==> config.mk <==
export PLATFORM = sky130hd
export DESIGN_NAME = matrix_checksum_encoder_unit
export DESIGN_NICKNAME = d
export VERILOG_FILES = /design/src/rtl/core/mce_pkg.sv /design/src/rtl/core/mce_ram.sv /design/src/rtl/core/mce_ctrl.sv /design/src/rtl/core/mce_datapath.sv /design/src/rtl/core/matrix_checksum_encoder_unit.sv
export VERILOG_INCLUDE_DIRS = /design/src /design/src/rtl/core
export SDC_FILE = /design/constraint.sdc
export NUM_CORES = 2
export LEC_CHECK = 0
export BUFFER_PORTS_ARGS = -buffer_cell sky130_fd_sc_hd__buf_2
export CORE_ASPECT_RATIO = 1.5
export CORE_MARGIN = 2
export CORE_UTILIZATION = 45
export DETAILED_ROUTE_END_ITERATION = 7
export PLACE_DENSITY = 0.67
export SLEW_MARGIN = 20
export SYNTH_ARGS = -nofsm -noshare
export SYNTH_HDL_FRONTEND = slang
export SYNTH_HIERARCHICAL = 1
export SYNTH_SLANG_ARGS = --single-unit
export TNS_END_PERCENT = 1
==> constraint.sdc <==
create_clock -name aclk -period 7 [get_ports aclk]
set_input_delay 1.4 -clock aclk [delete_from_list [all_inputs] [get_ports aclk]]
set_output_delay 1.4 -clock aclk [all_outputs]
set_load 0.01 [all_outputs]
==> src/rtl/core/matrix_checksum_encoder_unit_macros.svh <==
// Assertion macros shared by the checksum encoder RTL.
`ifndef MATRIX_CHECKSUM_ENCODER_UNIT_MACROS_SVH
`define MATRIX_CHECKSUM_ENCODER_UNIT_MACROS_SVH

// Same-cycle implication, checked outside reset.
`define MCE_ASSERT_IMPL(label, clk, rstn, ante, cons) \
    label: assert property (@(posedge clk) disable iff (!rstn) (ante) |-> (cons)) \
        else $error("checksum encoder: same-cycle check failed");

// Next-cycle implication, checked outside reset.
`define MCE_ASSERT_NEXT(label, clk, rstn, ante, cons) \
    label: assert property (@(posedge clk) disable iff (!rstn) (ante) |=> (cons)) \
        else $error("checksum encoder: next-cycle check failed");

`endif

==> src/rtl/core/mce_pkg.sv <==
// Shared types, constants and arithmetic for the checksum encoder.
package mce_pkg;

    // Default and limits for the column storage.
    localparam int MAX_COLS_DEF = 32;

    // Field widths.
    localparam int ELEM_W  = 32;
    localparam int SUM_W   = 48;
    localparam int ROWS_W  = 16;
    localparam int COLS_W  = 6;
    localparam int APB_AW  = 3;
    localparam int APB_DW  = 32;

    // Register addresses (index bit of paddr).
    localparam logic REG_ROW_COUNT    = 1'b0;
    localparam logic REG_COLUMN_COUNT = 1'b1;

    // Reset values of the configuration registers.
    localparam logic [ROWS_W-1:0] ROW_COUNT_RST    = 16'd4;
    localparam logic [COLS_W-1:0] COLUMN_COUNT_RST = 6'd4;

    // Kind of each output word.
    typedef enum logic [1:0] {
        KIND_ELEM   = 2'd0,
        KIND_ROW    = 2'd1,
        KIND_COL    = 2'd2,
        KIND_CORNER = 2'd3
    } word_kind_t;

    // Controller states.
    typedef enum logic [2:0] {
        ST_IDLE,
        ST_ELEM,
        ST_ROW,
        ST_COL,
        ST_CORNER
    } state_t;

    // Commands from the controller to the datapath.
    typedef struct packed {
        logic accept;
        logic elem_load;
        logic row_load;
        logic col_load;
        logic corner_load;
        logic sel_col;
    } ctrl_cmd_t;

    // Status from the datapath to the controller.
    typedef struct packed {
        logic out_free;
        logic row_end;
        logic mat_end;
        logic col_done;
    } dp_status_t;

    // Saturating add of two 48-bit signed sums.
    function automatic logic signed [SUM_W-1:0] sat_add(
        input logic signed [SUM_W-1:0] a,
        input logic signed [SUM_W-1:0] b
    );
        logic signed [SUM_W:0] s;
        logic signed [SUM_W-1:0] r;
        s = {a[SUM_W-1], a} + {b[SUM_W-1], b};
        if (s[SUM_W] != s[SUM_W-1]) begin
            r = s[SUM_W] ? {1'b1, {(SUM_W-1){1'b0}}} : {1'b0, {(SUM_W-1){1'b1}}};
        end else begin
            r = s[SUM_W-1:0];
        end
        return r;
    endfunction

endpackage

==> src/rtl/core/mce_ram.sv <==
// Generic single-write, single-read RAM with registered read data.
module mce_ram #(
    parameter int WIDTH = 48,
    parameter int DEPTH = 32
) (
    input  logic                                  aclk,
    input  logic                                  we,
    input  logic [(DEPTH > 1 ? $clog2(DEPTH) : 1)-1:0] waddr,
    input  logic [WIDTH-1:0]                      wdata,
    input  logic [(DEPTH > 1 ? $clog2(DEPTH) : 1)-1:0] raddr,
    output logic [WIDTH-1:0]                      rdata
);

    logic [WIDTH-1:0] mem [DEPTH];
    logic [WIDTH-1:0] rdata_reg;

    // Write port and registered read port.
    always_ff @(posedge aclk) begin
        if (we) begin
            mem[waddr] <= wdata;
        end
        rdata_reg <= mem[raddr];
    end

    assign rdata = rdata_reg;

endmodule

==> src/rtl/core/mce_ctrl.sv <==
// Controller state machine that sequences element, row-sum, column-sum and corner words.
module mce_ctrl (
    input  logic                aclk,
    input  logic                aresetn,
    input  logic                s_valid,
    output logic                s_ready,
    input  mce_pkg::dp_status_t status,
    output mce_pkg::ctrl_cmd_t  cmd
);
    import mce_pkg::*;

    state_t state_reg;
    state_t state_next;

    // State register.
    always_ff @(posedge aclk) begin
        if (!aresetn) begin
            state_reg <= ST_IDLE;
        end else begin
            state_reg <= state_next;
        end
    end

    // Next state and commands.
    always_comb begin
        state_next = state_reg;
        cmd        = '0;
        s_ready    = 1'b0;
        case (state_reg)
            ST_IDLE: begin
                s_ready    = 1'b1;
                cmd.accept = s_valid;
                if (s_valid) begin
                    state_next = ST_ELEM;
                end
            end
            ST_ELEM: begin
                if (status.out_free) begin
                    cmd.elem_load = 1'b1;
                    state_next    = status.row_end ? ST_ROW : ST_IDLE;
                end
            end
            ST_ROW: begin
                cmd.sel_col = 1'b1;
                if (status.out_free) begin
                    cmd.row_load = 1'b1;
                    state_next   = status.mat_end ? ST_COL : ST_IDLE;
                end
            end
            ST_COL: begin
                cmd.sel_col = 1'b1;
                if (status.out_free) begin
                    cmd.col_load = 1'b1;
                    if (status.col_done) begin
                        state_next = ST_CORNER;
                    end
                end
            end
            ST_CORNER: begin
                if (status.out_free) begin
                    cmd.corner_load = 1'b1;
                    state_next      = ST_IDLE;
                end
            end
            default: begin
                state_next = ST_IDLE;
            end
        endcase
    end

endmodule

==> src/rtl/core/mce_datapath.sv <==
// Datapath: accumulators, positions, column store and output register.
module mce_datapath #(
    parameter int MAX_COLS = mce_pkg::MAX_COLS_DEF
) (
    input  logic                               aclk,
    input  logic                               aresetn,
    input  mce_pkg::ctrl_cmd_t                 cmd,
    output mce_pkg::dp_status_t                status,
    input  logic signed [mce_pkg::ELEM_W-1:0]  s_element,
    input  logic [mce_pkg::COLS_W-1:0]         cols_eff,
    input  logic [mce_pkg::ROWS_W-1:0]         rows_eff,
    output logic                               m_valid,
    input  logic                               m_ready,
    output logic signed [mce_pkg::SUM_W-1:0]   m_value,
    output logic [1:0]                         m_word_kind,
    output logic                               m_run_last
);
    import mce_pkg::*;

    localparam int IDX_W = (MAX_COLS > 1) ? $clog2(MAX_COLS) : 1;

    logic signed [ELEM_W-1:0] elem_reg;
    logic signed [SUM_W-1:0]  row_acc_reg;
    logic [COLS_W-1:0]        col_pos_reg;
    logic [ROWS_W-1:0]        row_pos_reg;
    logic [COLS_W-1:0]        col_cnt_reg;
    logic [MAX_COLS-1:0]      col_valid_reg;

    logic                     m_valid_reg;
    logic signed [SUM_W-1:0]  m_value_reg;
    word_kind_t               m_kind_reg;
    logic                     m_last_reg;

    logic [COLS_W-1:0]        pos_inc;
    logic [ROWS_W-1:0]        row_inc;
    logic [COLS_W-1:0]        cnt_inc;
    logic [IDX_W-1:0]         pos_idx;
    logic [IDX_W-1:0]         cnt_idx;
    logic [IDX_W-1:0]         rd_addr;
    logic [SUM_W-1:0]         rd_data;
    logic signed [SUM_W-1:0]  elem_ext;
    logic signed [SUM_W-1:0]  col_old;
    logic signed [SUM_W-1:0]  col_sum;
    logic signed [SUM_W-1:0]  row_sum;
    logic signed [SUM_W-1:0]  col_out;
    logic                     col_we;

    // Position arithmetic and end-of-row, end-of-matrix tests.
    assign pos_inc = col_pos_reg + COLS_W'(1);
    assign row_inc = row_pos_reg + ROWS_W'(1);
    assign cnt_inc = col_cnt_reg + COLS_W'(1);
    assign pos_idx = col_pos_reg[IDX_W-1:0];
    assign cnt_idx = col_cnt_reg[IDX_W-1:0];

    assign status.out_free = !m_valid_reg || m_ready;
    assign status.row_end  = (pos_inc >= cols_eff) || (pos_inc == '0);
    assign status.mat_end  = (row_inc >= rows_eff) || (row_inc == '0);
    assign status.col_done = (cnt_inc >= cols_eff);

    // Read address: column walk when emitting sums, else the current column.
    always_comb begin
        if (cmd.sel_col) begin
            rd_addr = cmd.col_load ? cnt_inc[IDX_W-1:0] : cnt_idx;
        end else begin
            rd_addr = pos_idx;
        end
    end

    // Sums; an entry never written since the last clear reads as zero.
    assign elem_ext = {{(SUM_W-ELEM_W){elem_reg[ELEM_W-1]}}, elem_reg};
    assign col_old  = col_valid_reg[pos_idx] ? $signed(rd_data) : '0;
    assign col_sum  = sat_add(col_old, elem_ext);
    assign row_sum  = sat_add(row_acc_reg, elem_ext);
    assign col_out  = col_valid_reg[cnt_idx] ? $signed(rd_data) : '0;
    assign col_we   = cmd.elem_load && (col_pos_reg < COLS_W'(MAX_COLS));

    mce_ram #(
        .WIDTH (SUM_W),
        .DEPTH (MAX_COLS)
    ) u_col_ram (
        .aclk  (aclk),
        .we    (col_we),
        .waddr (pos_idx),
        .wdata (col_sum),
        .raddr (rd_addr),
        .rdata (rd_data)
    );

    // Element capture.
    always_ff @(posedge aclk) begin
        if (cmd.accept) begin
            elem_reg <= s_element;
        end
    end

    // Accumulator, positions and column valid bits.
    always_ff @(posedge aclk) begin
        if (!aresetn) begin
            row_acc_reg   <= '0;
            col_pos_reg   <= '0;
            row_pos_reg   <= '0;
            col_cnt_reg   <= '0;
            col_valid_reg <= '0;
        end else begin
            if (cmd.elem_load) begin
                row_acc_reg <= row_sum;
                col_pos_reg <= pos_inc;
                if (col_we) begin
                    col_valid_reg[pos_idx] <= 1'b1;
                end
            end
            if (cmd.row_load) begin
                row_acc_reg <= '0;
                col_pos_reg <= '0;
                row_pos_reg <= status.mat_end ? '0 : row_inc;
            end
            if (cmd.col_load) begin
                col_cnt_reg <= cnt_inc;
            end
            if (cmd.corner_load) begin
                col_cnt_reg   <= '0;
                col_valid_reg <= '0;
            end
        end
    end

    // Output valid flag.
    always_ff @(posedge aclk) begin
        if (!aresetn) begin
            m_valid_reg <= 1'b0;
        end else if (cmd.elem_load || cmd.row_load || cmd.col_load || cmd.corner_load) begin
            m_valid_reg <= 1'b1;
        end else if (m_ready) begin
            m_valid_reg <= 1'b0;
        end
    end

    // Output payload.
    always_ff @(posedge aclk) begin
        if (cmd.elem_load) begin
            m_value_reg <= elem_ext;
            m_kind_reg  <= KIND_ELEM;
            m_last_reg  <= !status.row_end;
        end else if (cmd.row_load) begin
            m_value_reg <= row_acc_reg;
            m_kind_reg  <= KIND_ROW;
            m_last_reg  <= !status.mat_end;
        end else if (cmd.col_load) begin
            m_value_reg <= col_out;
            m_kind_reg  <= KIND_COL;
            m_last_reg  <= 1'b0;
        end else if (cmd.corner_load) begin
            m_value_reg <= '0;
            m_kind_reg  <= KIND_CORNER;
            m_last_reg  <= 1'b1;
        end
    end

    assign m_valid     = m_valid_reg;
    assign m_value     = m_value_reg;
    assign m_word_kind = m_kind_reg;
    assign m_run_last  = m_last_reg;

endmodule

==> src/rtl/core/matrix_checksum_encoder_unit.sv <==
// Top level of the row and column checksum matrix encoder.
//
//   Channel   Direction  Handshake          Payload
//   s_        in         s_valid/s_ready    s_element (Q16.16)
//   m_        out        m_valid/m_ready    m_value (Q32.16), m_word_kind, m_run_last
//   APB       in         psel/penable       paddr, pwdata, prdata (row_count, column_count)
//
// Each item is accepted, then the column store is read and updated; the row
// sum adds a row-sum word, and the last row adds one column-sum word per column plus the
// corner word, all walked by the controller through the column RAM's single read port.
// Reset is synchronous and active low; no clearing pass.
// A stalled m_ready holds the controller in its current word state.
module matrix_checksum_encoder_unit #(
    parameter int MAX_COLS = mce_pkg::MAX_COLS_DEF
) (
    input  logic                               aclk,
    input  logic                               aresetn,
    input  logic                               s_valid,
    output logic                               s_ready,
    input  logic signed [mce_pkg::ELEM_W-1:0]  s_element,
    output logic                               m_valid,
    input  logic                               m_ready,
    output logic signed [mce_pkg::SUM_W-1:0]   m_value,
    output logic [1:0]                         m_word_kind,
    output logic                               m_run_last,
    input  logic                               psel,
    input  logic                               penable,
    input  logic                               pwrite,
    input  logic [mce_pkg::APB_AW-1:0]         paddr,
    input  logic [mce_pkg::APB_DW-1:0]         pwdata,
    output logic [mce_pkg::APB_DW-1:0]         prdata,
    output logic                               pready
);
    import mce_pkg::*;

    `include "matrix_checksum_encoder_unit_macros.svh"

    logic [ROWS_W-1:0] row_count_reg;
    logic [COLS_W-1:0] column_count_reg;
    logic [ROWS_W-1:0] rows_eff;
    logic [COLS_W-1:0] cols_eff;
    logic              cfg_write;
    ctrl_cmd_t         cmd;
    dp_status_t        status;

    // Configuration registers.
    assign pready    = 1'b1;
    assign cfg_write = psel && penable && pwrite && pready;

    always_ff @(posedge aclk) begin
        if (!aresetn) begin
            row_count_reg    <= ROW_COUNT_RST;
            column_count_reg <= COLUMN_COUNT_RST;
        end else if (cfg_write) begin
            if (paddr[2] == REG_ROW_COUNT) begin
                row_count_reg <= pwdata[ROWS_W-1:0];
            end else begin
                column_count_reg <= pwdata[COLS_W-1:0];
            end
        end
    end

    // Register readback.
    assign prdata = (paddr[2] == REG_COLUMN_COUNT) ?
                    {{(APB_DW-COLS_W){1'b0}}, column_count_reg} :
                    {{(APB_DW-ROWS_W){1'b0}}, row_count_reg};

    // Effective counts: zero acts as one, columns clamp to the store depth.
    assign rows_eff = (row_count_reg == '0) ? ROWS_W'(1) : row_count_reg;
    always_comb begin
        if (column_count_reg == '0) begin
            cols_eff = COLS_W'(1);
        end else if (column_count_reg > COLS_W'(MAX_COLS)) begin
            cols_eff = COLS_W'(MAX_COLS);
        end else begin
            cols_eff = column_count_reg;
        end
    end

    mce_ctrl u_ctrl (
        .aclk    (aclk),
        .aresetn (aresetn),
        .s_valid (s_valid),
        .s_ready (s_ready),
        .status  (status),
        .cmd     (cmd)
    );

    mce_datapath #(
        .MAX_COLS (MAX_COLS)
    ) u_datapath (
        .aclk        (aclk),
        .aresetn     (aresetn),
        .cmd         (cmd),
        .status      (status),
        .s_element   (s_element),
        .cols_eff    (cols_eff),
        .rows_eff    (rows_eff),
        .m_valid     (m_valid),
        .m_ready     (m_ready),
        .m_value     (m_value),
        .m_word_kind (m_word_kind),
        .m_run_last  (m_run_last)
    );

    // One item at a time: no new item is taken the cycle after an accept.
    `MCE_ASSERT_NEXT(a_one_item, aclk, aresetn, s_valid && s_ready, !s_ready)
    // The corner word is zero and always closes its item.
    `MCE_ASSERT_IMPL(a_corner_word, aclk, aresetn, m_valid && (m_word_kind == KIND_CORNER), (m_value == '0) && m_run_last)
    // A column sum never closes an item.
    `MCE_ASSERT_IMPL(a_col_not_last, aclk, aresetn, m_valid && (m_word_kind == KIND_COL), !m_run_last)

endmodule

==> results.txt <==
The flow ran to the end, and the final reports show no timing, DRC or antenna violations. For the data arrival time of the worst path, the log shows 6770 ps. The core area is 171000 um2, and the share of the clock period used by the worst path after layout is 89.3%. Full die area: 175000 um2.

The x dimension of the die came out at 343 um. TritonCTS built the clock tree. After clock tree synthesis, the clock-pin slew on the worst setup and hold paths is 60 ps.

Measured against the total synthesized area, the mux share comes to 10.9%. At the pin with the least slew margin, the transition time is 1090 ps. Once the floorplan was initialized, standard cells occupied 45.3% of the core. Hold is met by 490 ps. CTS built an H-tree with a depth of 4. The run gives 0 as the remaining global-route overflow. The critical path in this run is classified as flip-flop to flip-flop.

The xor and xnor area share after synthesis came out at 1.31%. The worst setup path is captured at a flip-flop. Predominant post-synthesis flop cell: edfxtp_1.

The critical path goes through mux4_2 > a22oi_1 > nand4_1 > buf_4 > and2_1 > ha_1 > inv_1 > fa_1 > nand2b_1 > a21oi_1 > o2111ai_1 > a2111oi_0 > buf_4 > a21oi_1 > o221ai_1 > a21oi_1 > nor2_2 > buf_4 > nor2_4 > buf_12 > o21ai_1 > buf_12. The hold-fix buffer count after cts is 0, and the buffers inserted during post-CTS setup optimization is 0. The largest fanout on the critical path was 48; the clock sink count was 1801. Setup violations remaining at the end of the flow were counted as 0. The number of vias after detailed routing came out at 47200. By area, the combinational part of the netlist is dominated by multiplexers.

The highest routing layer actually used is met4. Based on the critical path, the design can be clocked at up to 160 MHz. For the number of global-route vias before repair, the log shows 46100. Subtracting the final worst setup slack from the clock period gives 6250 ps. Prior to clock tree synthesis, the placed netlist has a worst setup slack of 713 ps. 160 I/O pins were placed.

Summed over all cells, the static leakage comes to 29.3 nW. The required time of the worst setup path is 7520 ps, and the via-per-instance ratio is 5.97. The number of gates resized after CTS was 0. The all-layer global routing usage was 23.8%. The post-detailed-route count of antenna-violating nets is 0. The min-delay analysis places its worst path in the category flip-flop to flip-flop.

Leaving out filler cells and counting taps, the final layout contains 7907. The number of buffers added on ports works out to 124. For this design the ratio of total power to cell area is 288 nW/um2.

After synthesis the cells add up to 77400 um2. Count of final hold-check violations: 0. Once routing completed, OpenROAD measured the worst setup slack at 750 ps.

The count of routing violations after the opening detailed-route iteration was 4888; the share of synthesized cell area in full adder, half adder and majority cells was 2.23%. The number of buffers and inverters on the critical path is 6. The synthesized netlist devotes 8.93% of its cell area to compound gates. Detailed routing placed a total of 108000 um of wire on met2. The logs give 67.5% for the sequential area share after synthesis and 5 for the number of antenna violations at the first check in global routing. The run gives 0.000290 V as the worst IR drop on VDD.

The number of flip-flops in the largest register was 1536. The clock arrives with 28.9 ps of skew. The filler cells instantiated in the layout total 14100. Synthesis instantiated 91 different standard cells from the library. The congestion estimate from routability-driven global placement came to 0.935. The HPWL after detailed placement is 122000 um. The worst setup path is launched from a flip-flop. Entering global routing, the biggest net connects 91 pins.

The final layout contains 5716 nets. For this run, design rule violations remaining after detail routing come to 0. Clock tree synthesis inserted a total of 156 buffers. More flip-flops sit in one register than any other, and that register is u_datapath/u_col_ram/mem.

On the worst path, the slowest cell contributes a delay of 860 ps. Yosys mapped a number of flops with a built-in enable equal to 1617. Yosys attributes the largest share of cell area to edfxtp_1, mux2i_1, dfxtp_1.

Of the total synthesized cell area, the portion taken by AND, OR, NAND and NOR gates is 6.07%. Once placement completed, the tool counted placed cells totaling 7608. After detailed routing, the total wire length is 212000 um. After detailed routing, the met3 layer carries 14000 um of wire.

Setup repair after global routing left no endpoint under its margin. The tools report the first-pass GRT wire length as 306000 um. Cell taking the most area after synthesis: edfxtp_1.

The design draws 25.2 mW. Measured along the y axis, the die boundary spans 512 um. The tools report the final-report max-slew violation count as 0.

Yosys printed 6 warnings. The register bit count reported by yosys was 1801. The root buffer cell chosen for the clock tree is clkbuf_16.

The length of routed wiring on met1 is 81200 um, and the cell count after synthesis is 5374. The cell family contributing the most delay on the critical path is compound AO/OA/AOI/OAI gates. The average detailed-routed wire length per instance was 26.8 um. At the later pin of the worst-skew pair, clock insertion delay measures 800 ps. Before antenna repair, the detailed router went through 7 iterations. In this run the mean area of a mapped cell was 14.4 um2. The post-synthesis async set-or-reset flop share came out at 0%.

Compared with the post-synthesis result, the final layout area differs by 13.0%. After synthesis, the largest area contributor takes up 62.7% of total cell area. Across the run, the number of max-cap violations was 0.

The tools report the count of standard-cell rows as 186. Of the cells placed in the final design, the portion with a size suffix greater than 1 is 12.4%. The logs give 27.4% for the headroom to the max-slew limit and 3 for the deepest clock path buffer count. The worst-path cell with the longest stage delay is dfxtp_1. Summed over all failing endpoints, the final setup total negative slack is 0 ps.
==> power breakdown <==
group          total [mW]  internal, mW  switching (mW)
sequential           12.9          12.7           0.202
combinational        3.40          1.24            2.16
clock                8.90          4.92            3.98
total                25.2          18.8            6.34
==> through the flow <==
stage | util [%] | cell area [um2]
finish | 51.1 | 87500
global route | 51.1 | 87400
CTS | 51.1 | 87400
detailed placement | 48.0 | 82100
global placement | 48.0 | 82100
floorplan | - | 77500
==> Yosys cell counts, types with 5 or more instances <==
library cell / instances
a211oi_1: 6
a21boi_0: 19
a21o_1: 48
a21oi_1: 366
a221o_1: 19
a222oi_1: 31
a22o_1: 97
a22oi_1: 151
a31oi_1: 65
and2_1: 58
and3_1: 8
buf_1: 11
buf_2: 76
buf_4: 60
buf_6: 32
buf_8: 10
clkbuf_1: 168
dfxtp_1: 184
edfxtp_1: 1617
ha_1: 130
inv_1: 92
mux2_2: 7
mux2i_1: 794
mux4_2: 18
nand2_1: 293
nand2b_1: 28
nand3_1: 183
nand3b_1: 6
nand4_1: 40
nor2_1: 208
nor2b_1: 34
nor3_1: 73
nor3b_1: 6
nor4_1: 9
o211ai_1: 10
o21a_1: 25
o21ai_0: 141
o21ai_1: 5
o21bai_1: 19
o31ai_1: 12
or3_1: 8
xnor2_1: 70
xor2_1: 46
==> final timing paths <==
kind	startpoint	end	slack [ps]	depth (start not counted)
hold / removal	u_datapath/col_valid_reg[12]	u_datapath/col_valid_reg[12]	490	2
setup reg to reg	u_datapath/col_pos_reg[1]	u_datapath/u_col_ram/mem[0][18]	750	22
setup / recovery	u_datapath/col_pos_reg[1]	u_datapath/u_col_ram/mem[0][18]	750	22
hold reg to reg	u_datapath/col_valid_reg[12]	u_datapath/col_valid_reg[12]	490	2
==> layer usage <==
metal	up-vias	track usage, %
met5	-	0
met4	0	9.09
met3	417	2.92
met2	1901	41.9
met1	24000	29.6
li1	20900	-
==> cells by family after synthesis <==
group | after synthesis
flip-flops | 1801
AO/OA/AOI/OAI | 1060
AND/OR/NAND/NOR | 987
multiplexers | 819
buffers and inverters | 451
adder cells (fa/ha/maj) | 138
XOR/XNOR | 116
other | 2
==> layout by cell type, fill, tap and decap left out, drive strengths merged, types with 25 or more instances in the layout <==
cell type / n
nand2: 293
clkinv: 66
a21oi: 366
inv: 101
ha: 130
xor2: 46
clkbuf: 194
edfxtp: 1617
and2: 59
a22o: 97
nor2: 210
xnor2: 70
a21o: 48
mux2i: 794
a31oi: 65
nand4: 42
o21ai: 146
o21a: 25
nand2b: 28
nor3: 75
nor2b: 34
nand3: 183
a22oi: 151
a222oi: 31
dfxtp: 184
buf: 322
==> tightest hold or removal path, cell delays in order (launching register included) <==
cell	delay [ps]
dfxtp_1	340
a21oi_1	50
nor2_1	70
==> final cells by class <==
cell class | instances | area [um2] | area share, %
Clock inverter | 99 | 1190 | 1.36
Multi-Input combinational cell | 3137 | 23400 | 26.7
Antenna cell | 6 | 15.0 | 0.0172
Tap cell | 2256 | 2820 | 3.23
Clock buffer | 194 | 4110 | 4.70
Inverter | 92 | 345 | 0.395
Timing Repair Buffer | 322 | 3370 | 3.85
Sequential cell | 1801 | 52200 | 59.7
Note: power is estimated with default switching activity, not from simulation.
